File: config.mk
export PLATFORM = sky130hd
export DESIGN_NAME = fm_synth_port_frontend
export DESIGN_NICKNAME = d
export VERILOG_FILES = /design/src/rtl/fmsp_pkg.sv /design/src/rtl/fmsp_front.sv /design/src/rtl/fmsp_back.sv /design/src/rtl/fm_synth_port_frontend.sv
export SDC_FILE = /design/constraint.sdc
export NUM_CORES = 1
export LEC_CHECK = 0
export ABC_AREA = 0
export BUFFER_PORTS_ARGS = -buffer_cell sky130_fd_sc_hd__buf_4
export CAP_MARGIN = 25
export CORE_ASPECT_RATIO = 1.4
export CORE_MARGIN = 4
export CORE_UTILIZATION = 55
export CTS_CLUSTER_SIZE = 12
export DETAILED_ROUTE_END_ITERATION = 8
export PLACE_DENSITY = 0.78
export SLEW_MARGIN = 5
export SYNTH_ARGS = -nofsm -noshare
export SYNTH_HDL_FRONTEND = slang
export SYNTH_SLANG_ARGS = --single-unit
File: constraint.sdc
create_clock -name clock -period 6.65 [get_ports clock]
set_input_delay 0.9975 -clock clock [delete_from_list [all_inputs] [get_ports clock]]
set_output_delay 0.9975 -clock clock [all_outputs]
set_load 0.005 [all_outputs]
File: src/rtl/fmsp_pkg.sv
package fmsp_pkg;

   localparam int CHIP_COUNT_DEF = 2;
   localparam int SLOW_DIV_DEF   = 4;

   localparam logic [1:0] OP_ADDR = 2'd0;
   localparam logic [1:0] OP_DATA = 2'd1;
   localparam logic [1:0] OP_READ = 2'd2;
   localparam logic [1:0] OP_TICK = 2'd3;

   localparam logic [1:0] MODE_SINGLE = 2'd0;
   localparam logic [1:0] MODE_DUAL   = 2'd1;
   localparam logic [1:0] MODE_EXT    = 2'd2;
   localparam logic [1:0] MODE_CTRL   = 2'd3;

   localparam logic [15:0] PORT_CTRL_ADDR = 16'h038a;
   localparam logic [15:0] PORT_CTRL_DATA = 16'h038b;
   localparam logic [7:0]  CTRL_ID        = 8'h70;
   localparam logic [7:0]  CTRL_BASE      = 8'h71;
   localparam logic [7:0]  CTRL_ON        = 8'hff;
   localparam logic [7:0]  CTRL_OFF       = 8'hfe;
   localparam logic [7:0]  IDX_LEFT       = 8'h09;
   localparam logic [7:0]  IDX_RIGHT      = 8'h0a;
   localparam logic [7:0]  IDX_ID         = 8'h00;
   localparam logic [7:0]  IDX_BASE       = 8'h15;
   localparam logic [7:0]  STATUS_ID      = 8'h06;

   localparam logic [0:0] CSR_MODE  = 1'b0;
   localparam logic [0:0] CSR_MIXER = 1'b1;

   typedef struct packed {
      logic [1:0]  opcode;
      logic [15:0] port_address;
      logic [7:0]  write_data;
   } req_type;

   typedef struct packed {
      logic       synth_write;
      logic [8:0] synth_register;
      logic [7:0] synth_value;
      logic [7:0] read_data;
      logic       volume_update;
      logic [4:0] left_volume;
      logic [4:0] right_volume;
      logic       last_result;
   } rsp_type;

   // classified command handed from front to back
   typedef struct packed {
      logic [1:0]  opcode;
      logic [1:0]  mode;
      logic        mixer;
      logic        dual_both;
      logic        dual_idx;
      logic [15:0] port;
      logic [7:0]  data;
   } cmd_type;

endpackage

File: src/rtl/fmsp_front.sv
module fmsp_front (
   input  logic              clock,
   input  logic              reset,
   input  logic              req_valid,
   output logic              req_ready,
   input  fmsp_pkg::req_type req_data,
   input  logic [1:0]        mode,
   input  logic              mixer,
   output logic              q_valid,
   input  logic              q_ready,
   output fmsp_pkg::cmd_type q_data
);

   // two-entry queue
   fmsp_pkg::cmd_type mem_ff [2];
   logic       wp_ff, rp_ff;
   logic [1:0] cnt_ff;
   fmsp_pkg::cmd_type cmd;
   logic push, pop;

   always_comb begin
      cmd.opcode    = req_data.opcode;
      cmd.mode      = mode;
      cmd.mixer     = mixer;
      cmd.port      = req_data.port_address;
      cmd.data      = req_data.write_data;
      cmd.dual_both = req_data.port_address[3];
      cmd.dual_idx  = req_data.port_address[1];
   end

   assign req_ready = (cnt_ff != 2'd2);
   assign push = req_valid & req_ready;
   assign q_valid = (cnt_ff != 2'd0);
   assign pop = q_valid & q_ready;
   assign q_data = mem_ff[rp_ff];

   always_ff @(posedge clock) begin
      if (push) mem_ff[wp_ff] <= cmd;
      if (reset) begin
         wp_ff <= 1'b0;
         rp_ff <= 1'b0;
         cnt_ff <= 2'd0;
      end else begin
         if (push) wp_ff <= ~wp_ff;
         if (pop) rp_ff <= ~rp_ff;
         cnt_ff <= cnt_ff + {1'b0, push} - {1'b0, pop};
      end
   end

   a_cnt: assert property (@(posedge clock) disable iff (reset) cnt_ff <= 2'd2)
      else $error("queue overfill");
   a_full: assert property (@(posedge clock) disable iff (reset)
      cnt_ff == 2'd2 |-> !req_ready) else $error("ready when full");
   a_pop: assert property (@(posedge clock) disable iff (reset)
      cnt_ff == 2'd0 |-> !q_valid) else $error("valid when empty");

endmodule

File: src/rtl/fmsp_back.sv
module fmsp_back #(
   parameter int CHIP_COUNT = fmsp_pkg::CHIP_COUNT_DEF,
   parameter int SLOW_DIV   = fmsp_pkg::SLOW_DIV_DEF
) (
   input  logic              clock,
   input  logic              reset,
   input  logic              q_valid,
   output logic              q_ready,
   input  fmsp_pkg::cmd_type q_data,
   output logic              rsp_valid,
   input  logic              rsp_ready,
   output fmsp_pkg::rsp_type rsp_data
);

   localparam int PW = (SLOW_DIV > 1) ? $clog2(SLOW_DIV) : 1;

   logic [8:0] naddr_ff;
   logic [7:0] daddr_ff [2];
   logic       cact_ff;
   logic [7:0] cidx_ff, lvol_ff, rvol_ff;
   logic [7:0] pre_ff [4];
   logic [7:0] cnt_ff [4];
   logic [3:0] run_ff, msk_ff, ovf_ff;
   logic [PW-1:0] phase_ff;
   logic       second_ff;       // second half of a dual write pending
   logic       ovalid_ff;
   fmsp_pkg::rsp_type odata_ff;

   logic [8:0] naddr_in;
   logic [7:0] daddr_in [2];
   logic       cact_in;
   logic [7:0] cidx_in, lvol_in, rvol_in;
   logic [7:0] pre_in [4];
   logic [7:0] cnt_in [4];
   logic [3:0] run_in, msk_in, ovf_in;
   logic [PW-1:0] phase_in;
   logic       second_in;
   fmsp_pkg::rsp_type r;
   logic       fire, done;

   assign fire = q_valid & (~ovalid_ff | rsp_ready);
   assign q_ready = fire & done;
   assign rsp_valid = ovalid_ff;
   assign rsp_data = odata_ff;

   function automatic logic [7:0] status(input logic [3:0] ov, input logic b);
      logic [7:0] s;
      s = 8'h00;
      if (ov[{b, 1'b0}]) s = s | 8'hc0;
      if (ov[{b, 1'b1}]) s = s | 8'ha0;
      return s;
   endfunction

   always_comb begin
      logic       idx, tb, last, isw, slow;
      logic [7:0] reg8, v;
      logic [8:0] nreg;
      logic [7:0] sb;
      naddr_in = naddr_ff; daddr_in = daddr_ff; cact_in = cact_ff;
      cidx_in = cidx_ff; lvol_in = lvol_ff; rvol_in = rvol_ff;
      pre_in = pre_ff; cnt_in = cnt_ff; run_in = run_ff; msk_in = msk_ff;
      ovf_in = ovf_ff; phase_in = phase_ff; second_in = second_ff;
      r = '0;
      done = 1'b1;
      idx = 1'b0; tb = 1'b0; reg8 = 8'h00; v = q_data.data; nreg = 9'h000;
      isw = 1'b0; sb = 8'h00; slow = 1'b0;
      case (q_data.opcode)
         fmsp_pkg::OP_ADDR: begin
            if (q_data.mode == fmsp_pkg::MODE_SINGLE) naddr_in = {1'b0, q_data.data};
            else if (q_data.mode == fmsp_pkg::MODE_DUAL) begin
               if (!q_data.dual_both) daddr_in[q_data.dual_idx] = q_data.data;
               else begin
                  daddr_in[0] = q_data.data;
                  daddr_in[1] = q_data.data;
               end
            end else begin
               if (q_data.mode == fmsp_pkg::MODE_CTRL
                   && q_data.port == fmsp_pkg::PORT_CTRL_ADDR
                   && (q_data.data == fmsp_pkg::CTRL_ON || q_data.data == fmsp_pkg::CTRL_OFF
                       || cact_ff)) begin
                  if (q_data.data == fmsp_pkg::CTRL_ON) cact_in = 1'b1;
                  else if (q_data.data == fmsp_pkg::CTRL_OFF) cact_in = 1'b0;
                  else cidx_in = q_data.data;
               end else naddr_in = {q_data.port[1], q_data.data};
            end
         end
         fmsp_pkg::OP_DATA: begin
            if (q_data.mode == fmsp_pkg::MODE_DUAL) begin
               idx = q_data.dual_both ? second_ff : q_data.dual_idx;
               tb = (CHIP_COUNT > 1) ? idx : 1'b0;
               reg8 = daddr_ff[idx];
               if (q_data.dual_both && !second_ff) begin
                  done = 1'b0;
                  second_in = 1'b1;
               end else second_in = 1'b0;
               if (reg8 >= 8'he0) v = v & 8'h03;
               if (reg8 == 8'h05) isw = 1'b0;
               else if (reg8 == 8'h02 || reg8 == 8'h03 || reg8 == 8'h04) isw = 1'b0;
               else begin
                  isw = 1'b1;
                  if (reg8 >= 8'hc0 && reg8 <= 8'hc8)
                     v = {(idx ? 4'ha : 4'h5), v[3:0]};
               end
               nreg = {idx, reg8};
               if (reg8 == 8'h05) reg8 = 8'h00;
            end else if (q_data.mode == fmsp_pkg::MODE_CTRL
                         && q_data.port == fmsp_pkg::PORT_CTRL_DATA && cact_ff) begin
               if (cidx_ff == fmsp_pkg::IDX_LEFT || cidx_ff == fmsp_pkg::IDX_RIGHT) begin
                  if (cidx_ff == fmsp_pkg::IDX_LEFT) lvol_in = v; else rvol_in = v;
                  if (q_data.mixer) begin
                     r.volume_update = 1'b1;
                     r.left_volume = lvol_in[4:0];
                     r.right_volume = rvol_in[4:0];
                  end
               end
            end else begin
               nreg = naddr_ff;
               tb = 1'b0;
               if (naddr_ff[8] == 1'b0 && (naddr_ff[7:0] == 8'h02
                   || naddr_ff[7:0] == 8'h03 || naddr_ff[7:0] == 8'h04)) begin
                  reg8 = naddr_ff[7:0];
               end else isw = 1'b1;
            end
            // timer register writes
            if (reg8 == 8'h02) pre_in[{tb, 1'b0}] = v;
            else if (reg8 == 8'h03) pre_in[{tb, 1'b1}] = v;
            else if (reg8 == 8'h04) begin
               if (v[7]) begin
                  ovf_in[{tb, 1'b0}] = 1'b0;
                  ovf_in[{tb, 1'b1}] = 1'b0;
               end else begin
                  if (v[0]) begin
                     if (!run_ff[{tb, 1'b0}]) cnt_in[{tb, 1'b0}] = pre_ff[{tb, 1'b0}];
                     run_in[{tb, 1'b0}] = 1'b1;
                  end else run_in[{tb, 1'b0}] = 1'b0;
                  msk_in[{tb, 1'b0}] = v[6];
                  if (v[6]) ovf_in[{tb, 1'b0}] = 1'b0;
                  if (v[1]) begin
                     if (!run_ff[{tb, 1'b1}]) cnt_in[{tb, 1'b1}] = pre_ff[{tb, 1'b1}];
                     run_in[{tb, 1'b1}] = 1'b1;
                  end else run_in[{tb, 1'b1}] = 1'b0;
                  msk_in[{tb, 1'b1}] = v[5];
                  if (v[5]) ovf_in[{tb, 1'b1}] = 1'b0;
               end
            end
            if (isw) begin
               r.synth_write = 1'b1;
               r.synth_register = nreg;
               r.synth_value = v;
            end
         end
         fmsp_pkg::OP_READ: begin
            if (q_data.mode == fmsp_pkg::MODE_SINGLE)
               sb = (q_data.port[1:0] != 2'b00) ? 8'hff : status(ovf_ff, 1'b0) | fmsp_pkg::STATUS_ID;
            else if (q_data.mode == fmsp_pkg::MODE_DUAL)
               sb = q_data.port[0] ? 8'hff
                  : status(ovf_ff, (CHIP_COUNT > 1) ? q_data.port[1] : 1'b0)
                    | fmsp_pkg::STATUS_ID;
            else if (q_data.mode == fmsp_pkg::MODE_CTRL && cact_ff
                     && q_data.port == fmsp_pkg::PORT_CTRL_ADDR) sb = 8'h00;
            else if (q_data.mode == fmsp_pkg::MODE_CTRL && cact_ff
                     && q_data.port == fmsp_pkg::PORT_CTRL_DATA) begin
               case (cidx_ff)
                  fmsp_pkg::IDX_ID:    sb = fmsp_pkg::CTRL_ID;
                  fmsp_pkg::IDX_LEFT:  sb = lvol_ff;
                  fmsp_pkg::IDX_RIGHT: sb = rvol_ff;
                  fmsp_pkg::IDX_BASE:  sb = fmsp_pkg::CTRL_BASE;
                  default:             sb = 8'hff;
               endcase
            end else sb = (q_data.port[1:0] != 2'b00) ? 8'hff : status(ovf_ff, 1'b0);
            r.read_data = sb;
         end
         default: begin
            if (32'(phase_ff) + 1 >= SLOW_DIV) begin
               slow = 1'b1;
               phase_in = '0;
            end else phase_in = phase_ff + PW'(1);
            for (int t = 0; t < 4; t++) begin
               if ((t / 2) < CHIP_COUNT && (t % 2 == 0 || slow) && run_ff[t]) begin
                  if (cnt_ff[t] == 8'hff) begin
                     cnt_in[t] = pre_ff[t];
                     if (!msk_ff[t]) ovf_in[t] = 1'b1;
                  end else cnt_in[t] = cnt_ff[t] + 8'd1;
               end
            end
         end
      endcase
      last = done;
      r.last_result = last;
   end

   always_ff @(posedge clock) begin
      if (fire) odata_ff <= r;
      if (reset) begin
         naddr_ff <= '0; daddr_ff[0] <= '0; daddr_ff[1] <= '0;
         cact_ff <= 1'b0; cidx_ff <= '0; lvol_ff <= 8'hff; rvol_ff <= 8'hff;
         for (int t = 0; t < 4; t++) begin
            pre_ff[t] <= '0;
            cnt_ff[t] <= '0;
         end
         run_ff <= '0; msk_ff <= '0; ovf_ff <= '0; phase_ff <= '0;
         second_ff <= 1'b0; ovalid_ff <= 1'b0;
      end else begin
         if (fire) begin
            naddr_ff <= naddr_in; daddr_ff <= daddr_in; cact_ff <= cact_in;
            cidx_ff <= cidx_in; lvol_ff <= lvol_in; rvol_ff <= rvol_in;
            pre_ff <= pre_in; cnt_ff <= cnt_in; run_ff <= run_in;
            msk_ff <= msk_in; ovf_ff <= ovf_in; phase_ff <= phase_in;
            second_ff <= second_in;
            ovalid_ff <= 1'b1;
         end else if (rsp_ready) ovalid_ff <= 1'b0;
      end
   end

   a_hold: assert property (@(posedge clock) disable iff (reset)
      ovalid_ff && !rsp_ready |=> ovalid_ff) else $error("result dropped");
   a_second: assert property (@(posedge clock) disable iff (reset)
      second_ff |-> q_valid) else $error("dual half lost");
   a_mask: assert property (@(posedge clock) disable iff (reset)
      $rose(ovf_ff[0]) |-> !msk_ff[0]) else $error("masked overflow set");

endmodule

File: src/rtl/fm_synth_port_frontend.sv
// fm synth port front end
// req channel: one beat per port access (address write, data write, read,
// timer tick); rsp channel: one beat per result, two for a dual-mode write
// to both chips, last_result marks the final beat of an access.
// csr port: apb-style, chip_mode at 0x0, mixer_enabled at 0x4, pready high.
// a request beat is held in the queue, then its result is registered
// in the output register. throughput: one request per cycle while the
// receiver does not stall; a write to both chips holds its entry for
// a second beat. the output register and state update unit in the back
// end set the rate. a two-entry queue lets the request side keep taking
// beats while the receiver stalls; when it fills, req_ready drops.
// reset: address latches, timers, control chip state cleared, volumes at
// 0xff, both csr registers zero; no clearing pass is needed.
module fm_synth_port_frontend #(
   parameter int CHIP_COUNT = fmsp_pkg::CHIP_COUNT_DEF,
   parameter int SLOW_DIV   = fmsp_pkg::SLOW_DIV_DEF
) (
   input  logic              clock,
   input  logic              reset,
   input  logic              req_valid,
   output logic              req_ready,
   input  fmsp_pkg::req_type req_data,
   output logic              rsp_valid,
   input  logic              rsp_ready,
   output fmsp_pkg::rsp_type rsp_data,
   input  logic              psel,
   input  logic              penable,
   input  logic              pwrite,
   input  logic [2:0]        paddr,
   input  logic [31:0]       pwdata,
   output logic [31:0]       prdata,
   output logic              pready
);

   logic [1:0] mode_ff;
   logic       mixer_ff;
   logic       q_valid, q_ready;
   fmsp_pkg::cmd_type q_data;

   assign pready = 1'b1;
   assign prdata = (paddr[2] == fmsp_pkg::CSR_MIXER) ? {31'd0, mixer_ff} : {30'd0, mode_ff};

   always_ff @(posedge clock) begin
      if (reset) begin
         mode_ff <= '0;
         mixer_ff <= 1'b0;
      end else if (psel && penable && pwrite) begin
         if (paddr[2] == fmsp_pkg::CSR_MODE) mode_ff <= pwdata[1:0];
         else mixer_ff <= pwdata[0];
      end
   end

   fmsp_front u_front (
      .clock, .reset, .req_valid, .req_ready, .req_data,
      .mode(mode_ff), .mixer(mixer_ff),
      .q_valid, .q_ready, .q_data
   );

   fmsp_back #(.CHIP_COUNT(CHIP_COUNT), .SLOW_DIV(SLOW_DIV)) u_back (
      .clock, .reset, .q_valid, .q_ready, .q_data,
      .rsp_valid, .rsp_ready, .rsp_data
   );

endmodule

==> reports/results.tsv <==
metric	value	unit
p_switching	1.367	mW
synth_cell_types	102	
rows	62	
setup_viol	0	
seq_area	5647	um2
start_util	0.5588	
max_stage_delay	0.71	ns
finClkSkew	0.01318	ns
drv_cap	0	
p_int	2.875	mW
path_class	flop to flop	
cts_resized	0	
grt_use_met3	0.03368	
cp_slowest_cell	a211oi_2	
wl_per_cell	19.78	um
crit_family	compound AO/OA/AOI/OAI gates	
synth-seq-cells	234	
fmax	0.2726	GHz
dr.pass1.iters	7	
grt_overflow	0	
required	7.06	ns
synthFlopType	dfxtp_1	
sw_frac_of_total	0.3222	
coreArea	20480	um2
fin_setup_tns	0	ns
period_minus_slack	3.668	ns
cp-start-kind	flop	
status	finished clean	
slew_viol_final	0	
finalCritPeriodShare	0.5515	
yosysWarnings	0	
pwr-share-seq	0.433	
path_max_fanout	40	
slew_headroom	0.2992	
drive_gt1_frac	0.1530	
place.gp.congestion	0.9400	
path_buf_inv	1	
clockRootBuffer	clkbuf_16	
cp-end-kind	flop	
pin_count	141	
pwr-share-clk	0.301	
first_iter_violations	784	
drcViolationCount	0	
area_growth_syn_to_layout	12.01	%
cts_tree	yes	
grt_most_used_layer	met2	
ant_nets	0	
crit_arrival	4.08	ns
nets	1254	
syn_inst	1118	
tightestPinTransition	1.047	ns
hp-start	u_back.pre_ff[30]	
comb_power_share	0.266	
track_usage	0.2460	
die_area	23210	um2
die_h	178.7	um
final.fill_count	1663	
avgViaCountPerCell	6.175	
clockBufferDepth	3	
rsz0062_at_grt	no	
synth-edff-count	96	
n_antenna_cell	0	
totalWireLength	28.71	mm
die_w	129.9	um
antenna_found_initial	0	
finalHoldViolCount	0	
hold_path.class	flop to flop	
cts_inserted_buffers	24	
ys_seq_area_frac	0.4933	
grt_pass1_vias	8833	
final_cell_mix	dfxtp_1 (137), nor2_1 (121), nand2_1 (103), edfxtp_1 (96), buf_4 (90)	
powerDensity	331.0	nW/um2
fin_cells	1452	
cts_hold_buffers	0	
placement.io_buffers	77	
vias	8966	
htreeDepth	1	
cts_setup_buffers	0	
dp.final_hpwl	19.94	mm
grt_max_degree	60	
met1_usage	0.2850	
multi_input_area	5321	um2
clk_pin_slew	0.06	ns
vdd_drop_max	0.2417	mV
numClockSinks	234	
clkLatencyLatePin	0.52	ns
grt_pass1_wl	45.65	mm
place_inst	1407	
power.leakage	4.695	nW
syn_avg_cell_area	10.24	um2
async_reset_ff_frac	0	
layout_commonest_cell	dfxtp_1	
grtUsageMet2	0.4509	
crit_chain	buf_12 > mux2_4 > a211oi_2 > mux2i_1 > o21ba_2 > a31oi_4 > nor2_1 > a32o_1	
netlist_area	11440	um2
path summary, 6_finish.rpt:
path              depth (start not counted)           endpoint  slack, ns
setup / recovery                          8  u_back.cnt_ff[10]       2.98
setup reg to reg                          8  u_back.cnt_ff[10]       2.98
hold reg to reg                           2  u_back.pre_ff[30]       0.46
hold / removal                            2  u_back.pre_ff[30]       0.46
power groups by stage:
stage / Clock [mW] / Sequential, mW / Combinational (mW)
after floorplan: 0 / 1.85 / 0.705
final: 1.28 / 1.84 / 1.13
after global routing: 1.35 / 1.86 / 1.22
after global placement: 0 / 1.89 / 1.06
after detailed placement: 0 / 1.89 / 1.08
after CTS: 1.29 / 1.86 / 1.08
sequential cells by signal, summed over array words and instances (netlist names), 4 cells and up, named ones only:
| name | cells |
|---|---|
| u_back.lvol_ff | 8 |
| u_back.pre_ff | 32 |
| u_back.ovf_ff | 4 |
| u_back.rvol_ff | 8 |
| u_back.daddr_ff | 16 |
| u_back.naddr_ff | 9 |
| u_back.rsp_data | 38 |
| u_front.mem_ff | 58 |
| u_back.cidx_ff | 8 |
| u_back.cnt_ff | 32 |
| u_back.msk_ff | 4 |
cell usage after synthesis, drive strengths merged (14+ instances only):
cell / count / area (um2)
a211oi: 35 / 277.8
edfxtp: 96 / 2883
o21ai: 26 / 130.1
dfxtp: 138 / 2763
nand3: 26 / 130.1
mux2: 14 / 165.2
buf: 55 / 399.1
a21oi: 75 / 386.6
a311oi: 17 / 148.9
nor2: 125 / 476.7
mux2i: 82 / 820.8
nand2: 104 / 392.9
nor3: 36 / 195.2
clkbuf: 31 / 116.4
inv: 21 / 78.82
kinds of logic (layout without fill, tap and decap cells):
logic type      Yosys count  in the layout  share of synthesized area
compound gates          271            271                     0.1765
xor+xnor                 16             16                    0.01225
fa+ha+maj                 7              7                   0.007653
buf+inv                 107            156                    0.05193
flops                   234            234                     0.4933
mux                      96             96                    0.08616
other cells               2             31                  0.0006563
simple gates            385            385                     0.1716
routing by layer:
metal | wire [um] | vias to the layer above
li1 | - | 4258
met5 | 0 | -
met3 | 1582 | 66
met4 | 1095 | 0
met2 | 15200 | 320
met1 | 10840 | 4322
worst reg2reg max path, cell delays in order, from the launching register on:
cell	delay (ns)
dfxtp_2	0.41
buf_12	0.26
mux2_4	0.36
a211oi_2	0.71
mux2i_1	0.51
o21ba_2	0.27
a31oi_4	0.60
nor2_1	0.19
a32o_1	0.25
area by class of cell:
cell class	count	share of cell area
Inverter	21	0.006150
Clock buffer	42	0.05691
Sequential cell	234	0.4406
Clock inverter	1	0.0003905
Timing Repair Buffer	92	0.05584
Multi-Input combinational cell	806	0.4152
Tap cell	256	0.02499
through the flow:
step	util	setup slack [ns]	hold WS [ns]	cell area [um2]	total power [mW]
after floorplan	-	3.060	0.4344	11550	2.553
final	0.6259	2.982	0.4634	12820	4.242
after detailed placement	0.5880	2.619	0.4527	12040	2.970
after global placement	0.5880	2.659	0.4434	12040	2.943
after CTS	0.6239	2.627	0.4651	12780	4.234
after global routing	0.6259	2.739	0.4807	12820	4.430
No activity file was read; power rests on OpenSTA's default activity.
